<file path="src/rtl/qet_pkg.sv">
// ----------------------------------------------------------------------------
// qet_pkg
// Shared widths, constants and function codes for the quadrature encoder
// tracker and its serial arithmetic units.
// ----------------------------------------------------------------------------
`default_nettype none

package qet_pkg;

	// field widths
	localparam int TIME_W   = 32;
	localparam int CPR_W    = 16;
	localparam int MOD_W    = CPR_W + 1;    // modulus 2*cpr, up to 65536
	localparam int POS_W    = 16;
	localparam int SPEED_W  = 32;
	localparam int ANGLE_W  = 19;
	localparam int FUNC_W   = 2;

	// serial multiplier: a is up to 35 bits, b up to 17 bits
	localparam int MUL_A_W   = 35;
	localparam int MUL_B_W   = MOD_W;
	localparam int PROD_W    = MUL_A_W + MUL_B_W;
	localparam int MUL_CNT_W = $clog2(MUL_B_W + 1);

	// serial divider: partial remainder and dividend digit register
	localparam int DIV_R_W   = 46;
	localparam int DIV_N_W   = 28;
	localparam int DIV_CNT_W = $clog2(DIV_N_W + 1);

	// iteration counts of the divider jobs
	localparam logic [DIV_CNT_W-1:0] DIV_IT_SPEED = DIV_CNT_W'(DIV_N_W);
	localparam logic [DIV_CNT_W-1:0] DIV_IT_ANGLE = DIV_CNT_W'(ANGLE_W);
	localparam logic [DIV_CNT_W-1:0] DIV_IT_MOD   = DIV_CNT_W'(MOD_W);

	// arithmetic constants
	localparam logic [MUL_A_W-1:0] TWO_PI_Q32  = 35'd26986075409;
	localparam logic [DIV_N_W-1:0] SPEED_NUM   = 28'd256000000;
	localparam logic [PROD_W-1:0]  STOP_LIMIT  = PROD_W'(100000000);
	localparam logic [SPEED_W-1:0] SPEED_SAT   = '1;
	localparam logic [CPR_W-1:0]   CPR_RESET   = 16'd1024;
	localparam logic [CPR_W-1:0]   CPR_MAX     = 16'd32768;
	localparam logic [CPR_W-1:0]   CPR_MIN     = 16'd1;

	// event codes
	localparam logic [FUNC_W-1:0] FUNC_EDGE_A = 2'd0;
	localparam logic [FUNC_W-1:0] FUNC_EDGE_B = 2'd1;
	localparam logic [FUNC_W-1:0] FUNC_STATUS = 2'd2;

endpackage

`default_nettype wire

</file>
<file path="src/rtl/qet_mul.sv">
// ----------------------------------------------------------------------------
// qet_mul
// Bit-serial shift-add multiplier: one multiplier bit per cycle over the
// MUL_B_W bits of b. Product holds until the next start.
// ----------------------------------------------------------------------------
`default_nettype none

module qet_mul (
	input  wire logic                       clk,
	input  wire logic                       arst_n,
	input  wire logic                       start,
	input  wire logic [qet_pkg::MUL_A_W-1:0] a,
	input  wire logic [qet_pkg::MUL_B_W-1:0] b,
	output logic                            busy,
	output logic [qet_pkg::PROD_W-1:0]      prod
);
	import qet_pkg::*;

	localparam int HI_W = MUL_A_W + 1;

	logic [MUL_CNT_W-1:0]      cnt_q;
	logic [MUL_A_W-1:0]        a_q;
	logic [HI_W+MUL_B_W-1:0]   p_q;
	logic [HI_W-1:0]           sum;

	// upper half accumulates a when the low bit of the multiplier is set
	always_comb begin
		sum = p_q[HI_W+MUL_B_W-1:MUL_B_W] + (p_q[0] ? {1'b0, a_q} : '0);
	end

	// iteration counter
	always_ff @(posedge clk or negedge arst_n) begin
		if (!arst_n) begin
			cnt_q <= '0;
		end else if (start) begin
			cnt_q <= MUL_CNT_W'(MUL_B_W);
		end else if (cnt_q != '0) begin
			cnt_q <= cnt_q - 1'b1;
		end
	end

	// product shift register
	always_ff @(posedge clk) begin
		if (start) begin
			a_q <= a;
			p_q <= {{HI_W{1'b0}}, b};
		end else if (cnt_q != '0) begin
			p_q <= {1'b0, sum, p_q[MUL_B_W-1:1]};
		end
	end

	assign busy = (cnt_q != '0);
	assign prod = p_q[PROD_W-1:0];

endmodule

`default_nettype wire

</file>
<file path="src/rtl/qet_div.sv">
// ----------------------------------------------------------------------------
// qet_div
// Restoring radix-2 divider: one quotient bit per cycle. Dividend bits are
// shifted in MSB first from a left-aligned register; the partial remainder
// may be preloaded. Quotient bits shift into the low bits while the 'iters' count runs down.
// ----------------------------------------------------------------------------
`default_nettype none

module qet_div (
	input  wire logic                         clk,
	input  wire logic                         arst_n,
	input  wire logic                         start,
	input  wire logic [qet_pkg::DIV_CNT_W-1:0] iters,
	input  wire logic [qet_pkg::DIV_R_W-1:0]   rem_init,
	input  wire logic [qet_pkg::DIV_N_W-1:0]   num,
	input  wire logic [qet_pkg::DIV_R_W-1:0]   divisor,
	output logic                              busy,
	output logic [qet_pkg::DIV_N_W-1:0]       quot,
	output logic [qet_pkg::DIV_R_W-1:0]       rem
);
	import qet_pkg::*;

	logic [DIV_CNT_W-1:0] cnt_q;
	logic [DIV_R_W-1:0]   rem_q;
	logic [DIV_R_W-1:0]   div_q;
	logic [DIV_N_W-1:0]   num_q;
	logic [DIV_N_W-1:0]   quot_q;
	logic [DIV_R_W:0]     trial;
	logic [DIV_R_W:0]     diff;
	logic                 fits;

	// trial subtract of the shifted remainder
	always_comb begin
		trial = {rem_q, num_q[DIV_N_W-1]};
		diff  = trial - {1'b0, div_q};
		fits  = (trial >= {1'b0, div_q});
	end

	// iteration counter
	always_ff @(posedge clk or negedge arst_n) begin
		if (!arst_n) begin
			cnt_q <= '0;
		end else if (start) begin
			cnt_q <= iters;
		end else if (cnt_q != '0) begin
			cnt_q <= cnt_q - 1'b1;
		end
	end

	// remainder, dividend and quotient shift registers
	always_ff @(posedge clk) begin
		if (start) begin
			rem_q  <= rem_init;
			div_q  <= divisor;
			num_q  <= num;
			quot_q <= '0;
		end else if (cnt_q != '0) begin
			rem_q  <= fits ? diff[DIV_R_W-1:0] : trial[DIV_R_W-1:0];
			num_q  <= {num_q[DIV_N_W-2:0], 1'b0};
			quot_q <= {quot_q[DIV_N_W-2:0], fits};
		end
	end

	assign busy = (cnt_q != '0);
	assign quot = quot_q;
	assign rem  = rem_q;

endmodule

`default_nettype wire

</file>
<file path="src/rtl/quadrature_encoder_tracker_core.sv">
// An edge request runs the serial multiply and then the division before its result
// is valid, with a modulus division first when the stored position is at or above
// the modulus after a lowered CPR; a status read runs the multiply only, an unused
// code neither. One request at a time: in_ready is high only while idle.
// Reset: arst_n clears direction, position, timestamp, speed and angle and sets
// counts_per_rev to 1024; no clearing pass.
// ----------------------------------------------------------------------------
// quadrature_encoder_tracker_core
// Quadrature edge tracker: direction, position modulo 2*CPR, speed in rev/s
// (Q24.8) and angle in radians (Q3.16), with a stop test on status reads.
// ----------------------------------------------------------------------------
`default_nettype none

module quadrature_encoder_tracker_core (
	input  wire logic                        clk,
	input  wire logic                        arst_n,
	// configuration
	input  wire logic                        cfg_valid,
	output logic                             cfg_ready,
	input  wire logic [qet_pkg::CPR_W-1:0]   counts_per_rev,
	// request
	input  wire logic                        in_valid,
	output logic                             in_ready,
	input  wire logic [qet_pkg::FUNC_W-1:0]  func,
	input  wire logic                        level_a,
	input  wire logic                        level_b,
	input  wire logic [qet_pkg::TIME_W-1:0]  now_us,
	// result
	output logic                             out_valid,
	input  wire logic                        out_ready,
	output logic                             dir_ccw,
	output logic [qet_pkg::POS_W-1:0]        position,
	output logic [qet_pkg::SPEED_W-1:0]      speed_q8,
	output logic [qet_pkg::ANGLE_W-1:0]      angle_q16,
	output logic                             stopped
);
	import qet_pkg::*;

	localparam logic [2:0] ST_IDLE = 3'd0;
	localparam logic [2:0] ST_POS  = 3'd1;
	localparam logic [2:0] ST_MOD  = 3'd2;
	localparam logic [2:0] ST_GO   = 3'd3;
	localparam logic [2:0] ST_MUL  = 3'd4;
	localparam logic [2:0] ST_DIV  = 3'd5;
	localparam logic [2:0] ST_DONE = 3'd6;

	logic [2:0]         state_q;
	logic [CPR_W-1:0]   cpr_q;
	logic [MOD_W-1:0]   mod_q;
	logic               edge_q;
	logic               status_q;
	logic               cw_q;
	logic [TIME_W-1:0]  delta_q;
	logic               spd_run_q;
	logic               stop_q;

	logic               dir_q;
	logic [POS_W-1:0]   pos_q;
	logic [TIME_W-1:0]  last_q;
	logic [SPEED_W-1:0] speed_q;
	logic [ANGLE_W-1:0] angle_q;

	logic               out_valid_q;
	logic               out_dir_q;
	logic [POS_W-1:0]   out_pos_q;
	logic [SPEED_W-1:0] out_speed_q;
	logic [ANGLE_W-1:0] out_angle_q;
	logic               out_stop_q;

	logic               accept;
	logic [CPR_W-1:0]   cpr_eff;
	logic [MOD_W-1:0]   mod_now;
	logic               in_edge;
	logic               in_cw;
	logic [MOD_W-1:0]   pos_ext;
	logic [MOD_W-1:0]   pos_step;
	logic [POS_W-1:0]   pos_fast;

	logic               mul_start;
	logic               mul_d_busy;
	logic               mul_k_busy;
	logic [PROD_W-1:0]  prod_d;
	logic [PROD_W-1:0]  prod_k;

	logic               dspd_start;
	logic               dspd_busy;
	logic [DIV_N_W-1:0] dspd_quot;
	logic [DIV_R_W-1:0] dspd_rem;

	logic                 dang_start;
	logic [DIV_CNT_W-1:0] dang_iters;
	logic [DIV_R_W-1:0]   dang_rem_init;
	logic [DIV_N_W-1:0]   dang_num;
	logic                 dang_busy;
	logic [DIV_N_W-1:0]   dang_quot;
	logic [DIV_R_W-1:0]   dang_rem;

	assign cfg_ready = 1'b1;
	assign in_ready  = (state_q == ST_IDLE);
	assign accept    = in_valid && in_ready;

	// clamp CPR to 1..32768, modulus is twice that
	always_comb begin
		if (cpr_q == '0) begin
			cpr_eff = CPR_MIN;
		end else if (cpr_q > CPR_MAX) begin
			cpr_eff = CPR_MAX;
		end else begin
			cpr_eff = cpr_q;
		end
		mod_now = {cpr_eff, 1'b0};
	end

	// direction from levels: A edge is clockwise on equal levels, B on differing
	always_comb begin
		in_edge = (func == FUNC_EDGE_A) || (func == FUNC_EDGE_B);
		in_cw   = (func == FUNC_EDGE_A) ? (level_a == level_b) : (level_a != level_b);
	end

	// position step: fast path when the count is already below the modulus
	always_comb begin
		pos_ext  = {1'b0, pos_q};
		pos_step = cw_q ? (pos_ext + 1'b1) : (pos_ext - 1'b1);
		if (cw_q) begin
			pos_fast = (pos_step == mod_q) ? '0 : pos_step[POS_W-1:0];
		end else begin
			pos_fast = (pos_q == '0) ? POS_W'(mod_q - 1'b1) : pos_step[POS_W-1:0];
		end
	end

	// serial multipliers: M*delta and position*2pi
	assign mul_start = (state_q == ST_GO);

	qet_mul u_mul_d (
		.clk    (clk),
		.arst_n (arst_n),
		.start  (mul_start),
		.a      (MUL_A_W'(delta_q)),
		.b      (mod_q),
		.busy   (mul_d_busy),
		.prod   (prod_d)
	);

	qet_mul u_mul_k (
		.clk    (clk),
		.arst_n (arst_n),
		.start  (mul_start),
		.a      (TWO_PI_Q32),
		.b      (pos_ext),
		.busy   (mul_k_busy),
		.prod   (prod_k)
	);

	// speed divider: 256e6 / (M*delta)
	assign dspd_start = (state_q == ST_MUL) && !mul_d_busy && edge_q &&
		(delta_q != '0) && (delta_q < TIME_W'(SPEED_NUM));

	qet_div u_div_spd (
		.clk      (clk),
		.arst_n   (arst_n),
		.start    (dspd_start),
		.iters    (DIV_IT_SPEED),
		.rem_init ('0),
		.num      (SPEED_NUM),
		.divisor  (prod_d[DIV_R_W-1:0]),
		.busy     (dspd_busy),
		.quot     (dspd_quot),
		.rem      (dspd_rem)
	);

	// shared divider: position reduction, then angle = (pos*K >> 16) / M
	always_comb begin
		if (state_q == ST_POS) begin
			dang_start    = edge_q && (pos_ext >= mod_q);
			dang_iters    = DIV_IT_MOD;
			dang_rem_init = '0;
			dang_num      = {pos_step, {(DIV_N_W-MOD_W){1'b0}}};
		end else begin
			dang_start    = (state_q == ST_MUL) && !mul_k_busy && edge_q;
			dang_iters    = DIV_IT_ANGLE;
			dang_rem_init = DIV_R_W'(prod_k[PROD_W-1:ANGLE_W+16]);
			dang_num      = {prod_k[ANGLE_W+15:16], {(DIV_N_W-ANGLE_W){1'b0}}};
		end
	end

	qet_div u_div_ang (
		.clk      (clk),
		.arst_n   (arst_n),
		.start    (dang_start),
		.iters    (dang_iters),
		.rem_init (dang_rem_init),
		.num      (dang_num),
		.divisor  (DIV_R_W'(mod_q)),
		.busy     (dang_busy),
		.quot     (dang_quot),
		.rem      (dang_rem)
	);

	// configuration register
	always_ff @(posedge clk or negedge arst_n) begin
		if (!arst_n) begin
			cpr_q <= CPR_RESET;
		end else if (cfg_valid && cfg_ready) begin
			cpr_q <= counts_per_rev;
		end
	end

	// sequencer and tracker state
	always_ff @(posedge clk or negedge arst_n) begin
		if (!arst_n) begin
			state_q   <= ST_IDLE;
			dir_q     <= 1'b0;
			pos_q     <= '0;
			last_q    <= '0;
			speed_q   <= '0;
			angle_q   <= '0;
			edge_q    <= 1'b0;
			status_q  <= 1'b0;
			cw_q      <= 1'b0;
			delta_q   <= '0;
			mod_q     <= '0;
			spd_run_q <= 1'b0;
			stop_q    <= 1'b0;
		end else begin
			case (state_q)
				ST_IDLE: begin
					if (accept) begin
						edge_q    <= in_edge;
						status_q  <= (func == FUNC_STATUS);
						cw_q      <= in_cw;
						delta_q   <= now_us - last_q;
						mod_q     <= mod_now;
						spd_run_q <= 1'b0;
						stop_q    <= 1'b0;
						if (in_edge) begin
							last_q <= now_us;
						end
						state_q <= ST_POS;
					end
				end
				ST_POS: begin
					if (edge_q) begin
						dir_q <= !cw_q;
						if (pos_ext >= mod_q) begin
							state_q <= ST_MOD;
						end else begin
							pos_q   <= pos_fast;
							state_q <= ST_GO;
						end
					end else if (status_q) begin
						state_q <= ST_GO;
					end else begin
						state_q <= ST_DONE;
					end
				end
				ST_MOD: begin
					if (!dang_busy) begin
						pos_q   <= dang_rem[POS_W-1:0];
						state_q <= ST_GO;
					end
				end
				ST_GO: begin
					state_q <= ST_MUL;
				end
				ST_MUL: begin
					if (!mul_d_busy) begin
						if (edge_q) begin
							if (delta_q == '0) begin
								speed_q <= SPEED_SAT;
							end else if (!dspd_start) begin
								speed_q <= '0;
							end
							spd_run_q <= dspd_start;
							state_q   <= ST_DIV;
						end else begin
							// status read: stop when M*delta exceeds 1e8
							if ((delta_q != '0) && (prod_d > STOP_LIMIT)) begin
								speed_q <= '0;
								stop_q  <= 1'b1;
							end
							state_q <= ST_DONE;
						end
					end
				end
				ST_DIV: begin
					if (!dspd_busy && !dang_busy) begin
						if (spd_run_q) begin
							speed_q <= SPEED_W'(dspd_quot);
						end
						angle_q <= dang_quot[ANGLE_W-1:0];
						state_q <= ST_DONE;
					end
				end
				ST_DONE: begin
					if (!out_valid_q || out_ready) begin
						state_q <= ST_IDLE;
					end
				end
				default: begin
					state_q <= ST_IDLE;
				end
			endcase
		end
	end

	// result register
	always_ff @(posedge clk or negedge arst_n) begin
		if (!arst_n) begin
			out_valid_q <= 1'b0;
		end else if ((state_q == ST_DONE) && (!out_valid_q || out_ready)) begin
			out_valid_q <= 1'b1;
		end else if (out_ready) begin
			out_valid_q <= 1'b0;
		end
	end

	always_ff @(posedge clk) begin
		if ((state_q == ST_DONE) && (!out_valid_q || out_ready)) begin
			out_dir_q   <= dir_q;
			out_pos_q   <= pos_q;
			out_speed_q <= speed_q;
			out_angle_q <= angle_q;
			out_stop_q  <= stop_q;
		end
	end

	assign out_valid = out_valid_q;
	assign dir_ccw   = out_dir_q;
	assign position  = out_pos_q;
	assign speed_q8  = out_speed_q;
	assign angle_q16 = out_angle_q;
	assign stopped   = out_stop_q;

endmodule

`default_nettype wire
</file>
<file path="config.mk">
export PLATFORM = sky130hd
export DESIGN_NAME = quadrature_encoder_tracker_core
export DESIGN_NICKNAME = d
export VERILOG_FILES = /design/src/rtl/qet_pkg.sv /design/src/rtl/qet_mul.sv /design/src/rtl/qet_div.sv /design/src/rtl/quadrature_encoder_tracker_core.sv
export SDC_FILE = /design/constraint.sdc
export NUM_CORES = 1
export LEC_CHECK = 0
export BUFFER_PORTS_ARGS = -buffer_cell sky130_fd_sc_hd__clkbuf_2
export CORE_ASPECT_RATIO = 0.5
export CORE_MARGIN = 2
export CORE_UTILIZATION = 60
export CTS_CLUSTER_DIAMETER = 40
export DETAILED_ROUTE_END_ITERATION = 10
export PLACE_DENSITY = 0.74
export SLEW_MARGIN = 0
export SYNTH_ARGS = -nofsm -noshare
export SYNTH_HDL_FRONTEND = slang
export SYNTH_SLANG_ARGS = --single-unit
</file>
<file path="constraint.sdc">
create_clock -name clk -period 6 [get_ports clk]
set_input_delay 0.9 -clock clk [delete_from_list [all_inputs] [get_ports clk]]
set_output_delay 0.9 -clock clk [all_outputs]
set_load 0.1 [all_outputs]
</file>
# Word level (Yosys, flattened, before mapping)
# Index checks and enable logic that the tools add are counted.
# W data, S select, Z words.
op_classes:
  n_addsub: 12
  multipliers: 0
  div: 0
  n_lt_le_gt_ge: 6
  eq_ne: 24
  shifts: 0
  muxes: 63
  n_bitwise: 0
  n_reduce_logical: 46
ops:
  columns: ["op", "count"]
  rows:
  - ["$mux W32", 8]
  - ["$mux W46", 4]
  - ["$mux W16", 10]
  - ["$mux W28", 3]
  - ["$mux W17", 4]
  - ["$pmux W32 S2", 1]
  - ["$gt A52 B27 Y1 const B", 1]
  - ["$ge A47 B17 Y1", 1]
  - ["$ge A47 B46 Y1", 1]
  - ["$sub A46 B17 Y46", 1]
  - ["$sub A46 B46 Y46", 1]
  - ["$mux W5", 8]
  - ["$add A35 B32 Y36", 1]
  - ["$add A35 B35 Y36", 1]
  - ["$mux W35", 1]
  - ["$logic_not A16 Y1", 2]
  - ["$logic_not A32 Y1", 1]
  - ["$lt A32 B28 Y1 const B", 1]
  - ["$pmux W16 S2", 1]
  - ["$reduce_bool A32 Y1", 1]
  - ["$sub A32 B32 Y32", 1]
  - ["$mux W3", 7]
  - ["$pmux W3 S7", 1]
  - ["$reduce_bool A5 Y1", 4]
  - ["32 further kinds", 86]
word_totals:
  register_bits: 641
  latch_bits: 0
  mem_bits_rw: 0
  mem_bits_ro: 0
  out_inout_bits: 72
  word_cells: 189
  mem_count: 0

# Depth between registers and ports, before layout
depth:
  depth_word: 11
  depth_mapped: 15
  depth_no_buf: 13

# Hierarchy
# Synthesis repeated with hierarchy kept, for this count alone.
hier_totals:
  cells_unflattened: 4369
  hier_area_um2: 42684.7
by_module_without_submodules:
  columns: ["mod", "n_inst", "cells_each", "area_per_inst_um2"]
  rows:
  - ["quadrature_encoder_tracker_core", 1, 1392, 13367.8]
  - ["qet_mul", 2, 578, 5636.7]
  - ["qet_div (u_div_spd)", 1, 921, 9106.2]
  - ["qet_div (u_div_ang)", 1, 900, 8937.3]

# Worst setup path before layout
# OpenSTA, ideal clock, no wires.
synth_path:
  kind: "input port to flip-flop"
  startpoint: "in out_ready"
  endpoint: "reg out_angle_q[0] (netlist: angle_q16[0]), enable pin"
  arrival_time_ns: 3.872
  t_required_ns: 5.510
  path_slack_ns: 1.638
  path_stages: 3
  cell_sequence: "nand2b_1 -> nand2_1 -> nor2_1"
synth_between:
  elab_chain_cells: 2
synth_lines:
  columns: ["element", "line_no", "source"]
  rows:
  - ["start, declared", "quadrature_encoder_tracker_core.sv:30", "input wire logic out_ready,"]
  - ["$logic_or A1 B1 Y1", "quadrature_encoder_tracker_core.sv:318", "if ((state_q == ST_DONE) && (!out_valid_q || out_ready)) begin"]
  - ["$logic_and A1 B1 Y1", "quadrature_encoder_tracker_core.sv:318", null]
  - ["end signal, assigned", "quadrature_encoder_tracker_core.sv:322", "out_angle_q <= angle_q;"]
  - ["end, declared", "quadrature_encoder_tracker_core.sv:67", "logic [ANGLE_W-1:0] out_angle_q;"]
# No other way between the ends.
# A chain may end at the register's enable or synchronous reset.

# Worst setup path after layout
layout_path:
  startpoint: "reg cw_q"
  endpoint: "reg pos_q[1]"
layout_between:
  elab_chain_cells: 7
  elab_cells_between_ends: 8
  classes_between: "eq/ne: 1; mux: 7"
layout_lines:
  columns: ["element", "line_no", "source"]
  rows:
  - ["start, declared", "quadrature_encoder_tracker_core.sv:52", "logic cw_q;"]
  - ["start signal, assigned", "quadrature_encoder_tracker_core.sv:230", "cw_q <= in_cw;"]
  - ["$mux W17", "quadrature_encoder_tracker_core.sv:123", "pos_step = cw_q ? (pos_ext + 1'b1) : (pos_ext - 1'b1);"]
  - ["$eq A17 B17 Y1", "quadrature_encoder_tracker_core.sv:125", "pos_fast = (pos_step == mod_q) ? '0 : pos_step[POS_W-1:0];"]
  - ["$mux W16", "quadrature_encoder_tracker_core.sv:125", null]
  - ["$mux W16 *", "quadrature_encoder_tracker_core.sv:124", "if (cw_q) begin"]
  - ["$mux W16 *", "quadrature_encoder_tracker_core.sv:244", "if (pos_ext >= mod_q) begin"]
  - ["$mux W16 *", "quadrature_encoder_tracker_core.sv:242", "if (edge_q) begin"]
  - ["$pmux W16 S2 *", "quadrature_encoder_tracker_core.sv:225", "case (state_q)"]
  - ["end signal, assigned", "quadrature_encoder_tracker_core.sv:247", "pos_q <= pos_fast;"]
  - ["end signal, assigned", "quadrature_encoder_tracker_core.sv:258", "pos_q <= dang_rem[POS_W-1:0];"]
  - ["end, declared", "quadrature_encoder_tracker_core.sv:58", "logic [POS_W-1:0] pos_q;"]
# Mark *: on every way between the ends. The rest lies on a longest branch, timed or not. The select of a mux whose other input is x is not followed.

==> run summary <==
Endpoint kind of the worst setup timing path: a flip-flop. Entering global routing, the biggest net connects 128 pins. For this run, the detailed router's first-pass iteration total came to 5. Type of the tightest min-delay check: input port to asynchronous set/reset pin. The mapped netlist covers 0.0337 sq mm. The logs give 0 for the number of maximum-capacitance constraint violations and 0 for the number of failing hold endpoints at the final stage. The tools report the final cell count without fillers as 4433.

The largest area contributor in the netlist was edfxtp_1. At the worst endpoint, the arrival time is 5010 ps. After layout, the worst path uses 75.0% of the clock period. The H-tree generated during clock tree synthesis spans 2 levels. In this run, synthesis produced a sequential element count of 626. The minimum period implied by the final worst setup slack is 4500 ps, and the count of unique library cells instantiated by Yosys is 93. Synthesis produced a netlist whose cell count is 3583. Compared with the post-synthesis result, the final layout area differs by 9.41%. Walking the worst path, the cells encountered are inv_1 > ha_1 > nor2_1 > a211oi_1 > nor2_1 > xor2_1 > xnor2_1 > o2111ai_1 > or3_1 > or4_1 > a31o_1 > a31o_1. In the routed design, unresolved DRC markers number 0. Total routed wirelength: 82.3 mm.

The run finished with clean final reports. The latest clock arrival within the worst-skew pair is 630 ps. The count of buffer and inverter cells on the critical path was 1.

Setup repair after global routing left no endpoint under its margin. TritonCTS built the clock tree. The tree built by TritonCTS fans out to 626 sinks. Dividing the detail-routed via count by the number of cells gives 5.98.

For the number of antenna violations at the first check in global routing, the log shows 1. The synthesized design contains 258 enable-type register cells. Input and output buffers added on the ports amount to 127. The tools report the worst flop-to-flop path startpoint as cw_q.

Actual transition at the worst max-transition pin: 1190 ps. The critical path launch point type was a flip-flop. The logs give 2018 for the DRC marker count from the first detailed-route iteration and 20.8% for the relative slew slack. Clock-pin slew was measured on the worst setup and hold paths at 70 ps.

The die is 171 um tall. The die footprint is 0.0581 sq mm. Ranked by total cell area, the synthesized netlist is headed by edfxtp_1, dfrtp_1, dfxtp_1. The run gives 24800 as the via count of the first global-routing pass. For this configuration, the core starts out at a cell density of 60.7%. The first-pass GRT wire length is 132 mm. The maximum frequency from static timing analysis came out at 222 MHz. For this run, asynchronously set or reset flops after synthesis account for 30.4%. In this run, post-CTS hold repair placed 0 buffers. The logs give 0.966 for the weighted congestion reported at the end of routability-driven placement and 18.8 ps for the worst-case clock skew. Among all flip-flop cells after synthesis, the most frequent one is edfxtp_1. The largest single stage delay on the critical path is 720 ps. The tools report the root buffer cell as clkbuf_16. The logs give 57 for the total clock buffers created by CTS and 28.1% for the global-route usage over all layers.

The logs give 0 for the total of cells resized after clock tree synthesis and 3 for the maximum clock path buffer count. Including well taps, the total number of placed cells is 4325. In this run the power density over the cells is 634 mW/mm^2.

IR analysis of the VDD net gives a maximum drop of 0.000358 V. The post-route netlist has 9.22% of its cells at a drive strength greater than 1. The data required time of the worst path is 6510 ps. Wire length per cell after detailed routing: 18.6 um. The worst setup slack for register-to-register paths was 1500 ps; the post-CTS setup buffer count was 0. Summed over all failing endpoints, the final setup total negative slack is 0 ps. After floorplanning, the core was divided into 61 placement rows. The overall via count from detail_route was 26500.

After legalization and detailed placement, the total HPWL measured 58.3 mm. The overall power after layout is 23400 uW, and the maximum net fanout on the critical path is 17. Counting the fill cells in the layout gives 4451. The total area inside the core boundary comes to 0.0555 sq mm. 0 antenna diodes ended up in the layout. The endpoint identified for the worst register-to-register timing path is pos_q[1]. Critical setup path kind: flip-flop to flip-flop.

Summed over its instances, the top area cell type makes up 23.0% of the synthesized netlist area. In this run the horizontal extent of the chip is 339 um. The net count of the finished layout is 3870.

Yosys printed 0 warnings. The number of nets in the synthesized netlist is 3825. The count of nets left with antenna violations once routing finished came out at 0. The depth of the worst register-to-register path was 12. For this run, the share of the core covered by cells in the final layout is 66.4%.

The tools report the number of failing setup endpoints in the final timing report as 0. The share of the Yosys chip area taken by registers is 47.7%. The cell family with the largest share of critical-path delay was compound AO/OA/AOI/OAI gates. A synthesized cell averages 9.39 sq um. The leakage power summed over all cells is 0.0158 uW. Hold is met by 258 ps.

The max-slew violation count was 0; the global-route congestion overflow total was 0. In this run the count of I/O pins placed on the die edge is 129. The cell with the largest stage delay on the worst path is or4_1.
## cell usage after synthesis, types with 18 or more instances
cell type,n
a211oi_1,28
a21o_1,88
a21oi_1,347
a22o_1,21
a31oi_1,20
and2_1,46
and3_1,28
clkbuf_1,146
dfrtp_1,189
dfxtp_1,178
edfxtp_1,258
ha_1,180
inv_1,167
mux2_2,40
mux2i_1,25
nand2_1,520
nand2b_1,27
nand3_1,81
nand4_1,25
nor2_1,246
nor2b_1,25
nor3_1,63
nor4_1,41
o211ai_1,18
o21a_1,23
o21ai_0,261
o21bai_1,22
o31ai_1,21
or3_1,23
xnor2_1,115
xor2_1,60
## power by group
part | switching, uW | internal (uW) | leakage [uW]
Combinational | 6930 | 4580 | 0.00846
Sequential | 1580 | 6450 | 0.00639
Clock | 1700 | 2110 | 0.000935
## cell type report
| type | count | area (sq um) | share of cell area, % |
|---|---|---|---|
| multi-input combinational | 2616 | 16300 | 44.4 |
| sequential | 626 | 16100 | 43.6 |
| clock buffer | 75 | 1550 | 4.20 |
| tap | 756 | 946 | 2.57 |
| timing repair buffer | 157 | 882 | 2.40 |
| inverter | 170 | 639 | 1.74 |
| clock inverter | 33 | 398 | 1.08 |
## logic make-up (layout without fill, tap and decap cells)
kind of cell	after synthesis	in the layout	synth area share (%)
AND/OR/NAND/NOR	1194	1194	16.3
multiplexers	65	65	2.08
AO/OA/AOI/OAI	994	994	18.3
flip-flops	626	626	47.7
XOR/XNOR	176	176	4.60
other	1	1	0.0111
buffers and inverters	341	435	3.91
adder cells (fa/ha/maj)	186	186	7.02
## cells in the final DEF (no fill, tap or decap), types with 80 or more instances in the layout
cell      netlist  layout
dfxtp_1       178     178
nor2_1        246     241
a21oi_1       347     347
a21o_1         88      88
nand2_1       520     518
ha_1          180     180
nand3_1        81      80
xnor2_1       115     115
o21ai_0       261     261
clkbuf_2        0     126
dfrtp_1       189     189
edfxtp_1      258     258
inv_1         167     165
## layer usage
| metal | part of all wire (%) | vias up | global-route usage (%) |
|---|---|---|---|
| met5 | 0.033 | - | 0 |
| met4 | 2.7 | 4 | 8.17 |
| met3 | 6.4 | 165 | 5.14 |
| met2 | 45 | 728 | 44.8 |
| met1 | 46 | 12700 | 39.5 |
| li1 | - | 12900 | - |
## worst max path at each step
stage | start | to | slack, ps | cells after the start
floorplan | out_ready | angle_q16[0] | 1640 | 3
global placement | cw_q | pos_q[1] | 1590 | 12
detailed placement | cw_q | pos_q[1] | 1560 | 12
CTS | cw_q | pos_q[1] | 1530 | 12
global route | cw_q | pos_q[1] | 1200 | 12
finish | cw_q | pos_q[1] | 1500 | 12
## state kept, by name (all words and copies together) (netlist names), 28 cells and up
signal           count
speed_q8            29
u_div_ang.rem       46
u_mul_k.p_q         52
speed_q             29
u_div_spd.quot      28
u_mul_d.p_q         52
delta_q             32
u_mul_d.a_q         32
last_q              32
u_div_spd.div_q     46
u_div_spd.rem       46
## through the flow
stage	cell area (sq um)	setup slack, ps
4_1_cts	36800	1530
5_1_grt	36800	1200
6_report	36800	1500
3_3_place_gp	34900	1590
2_1_floorplan	33700	1640
3_5_place_dp	34900	1560
No activity file was read; power rests on OpenSTA's default activity.
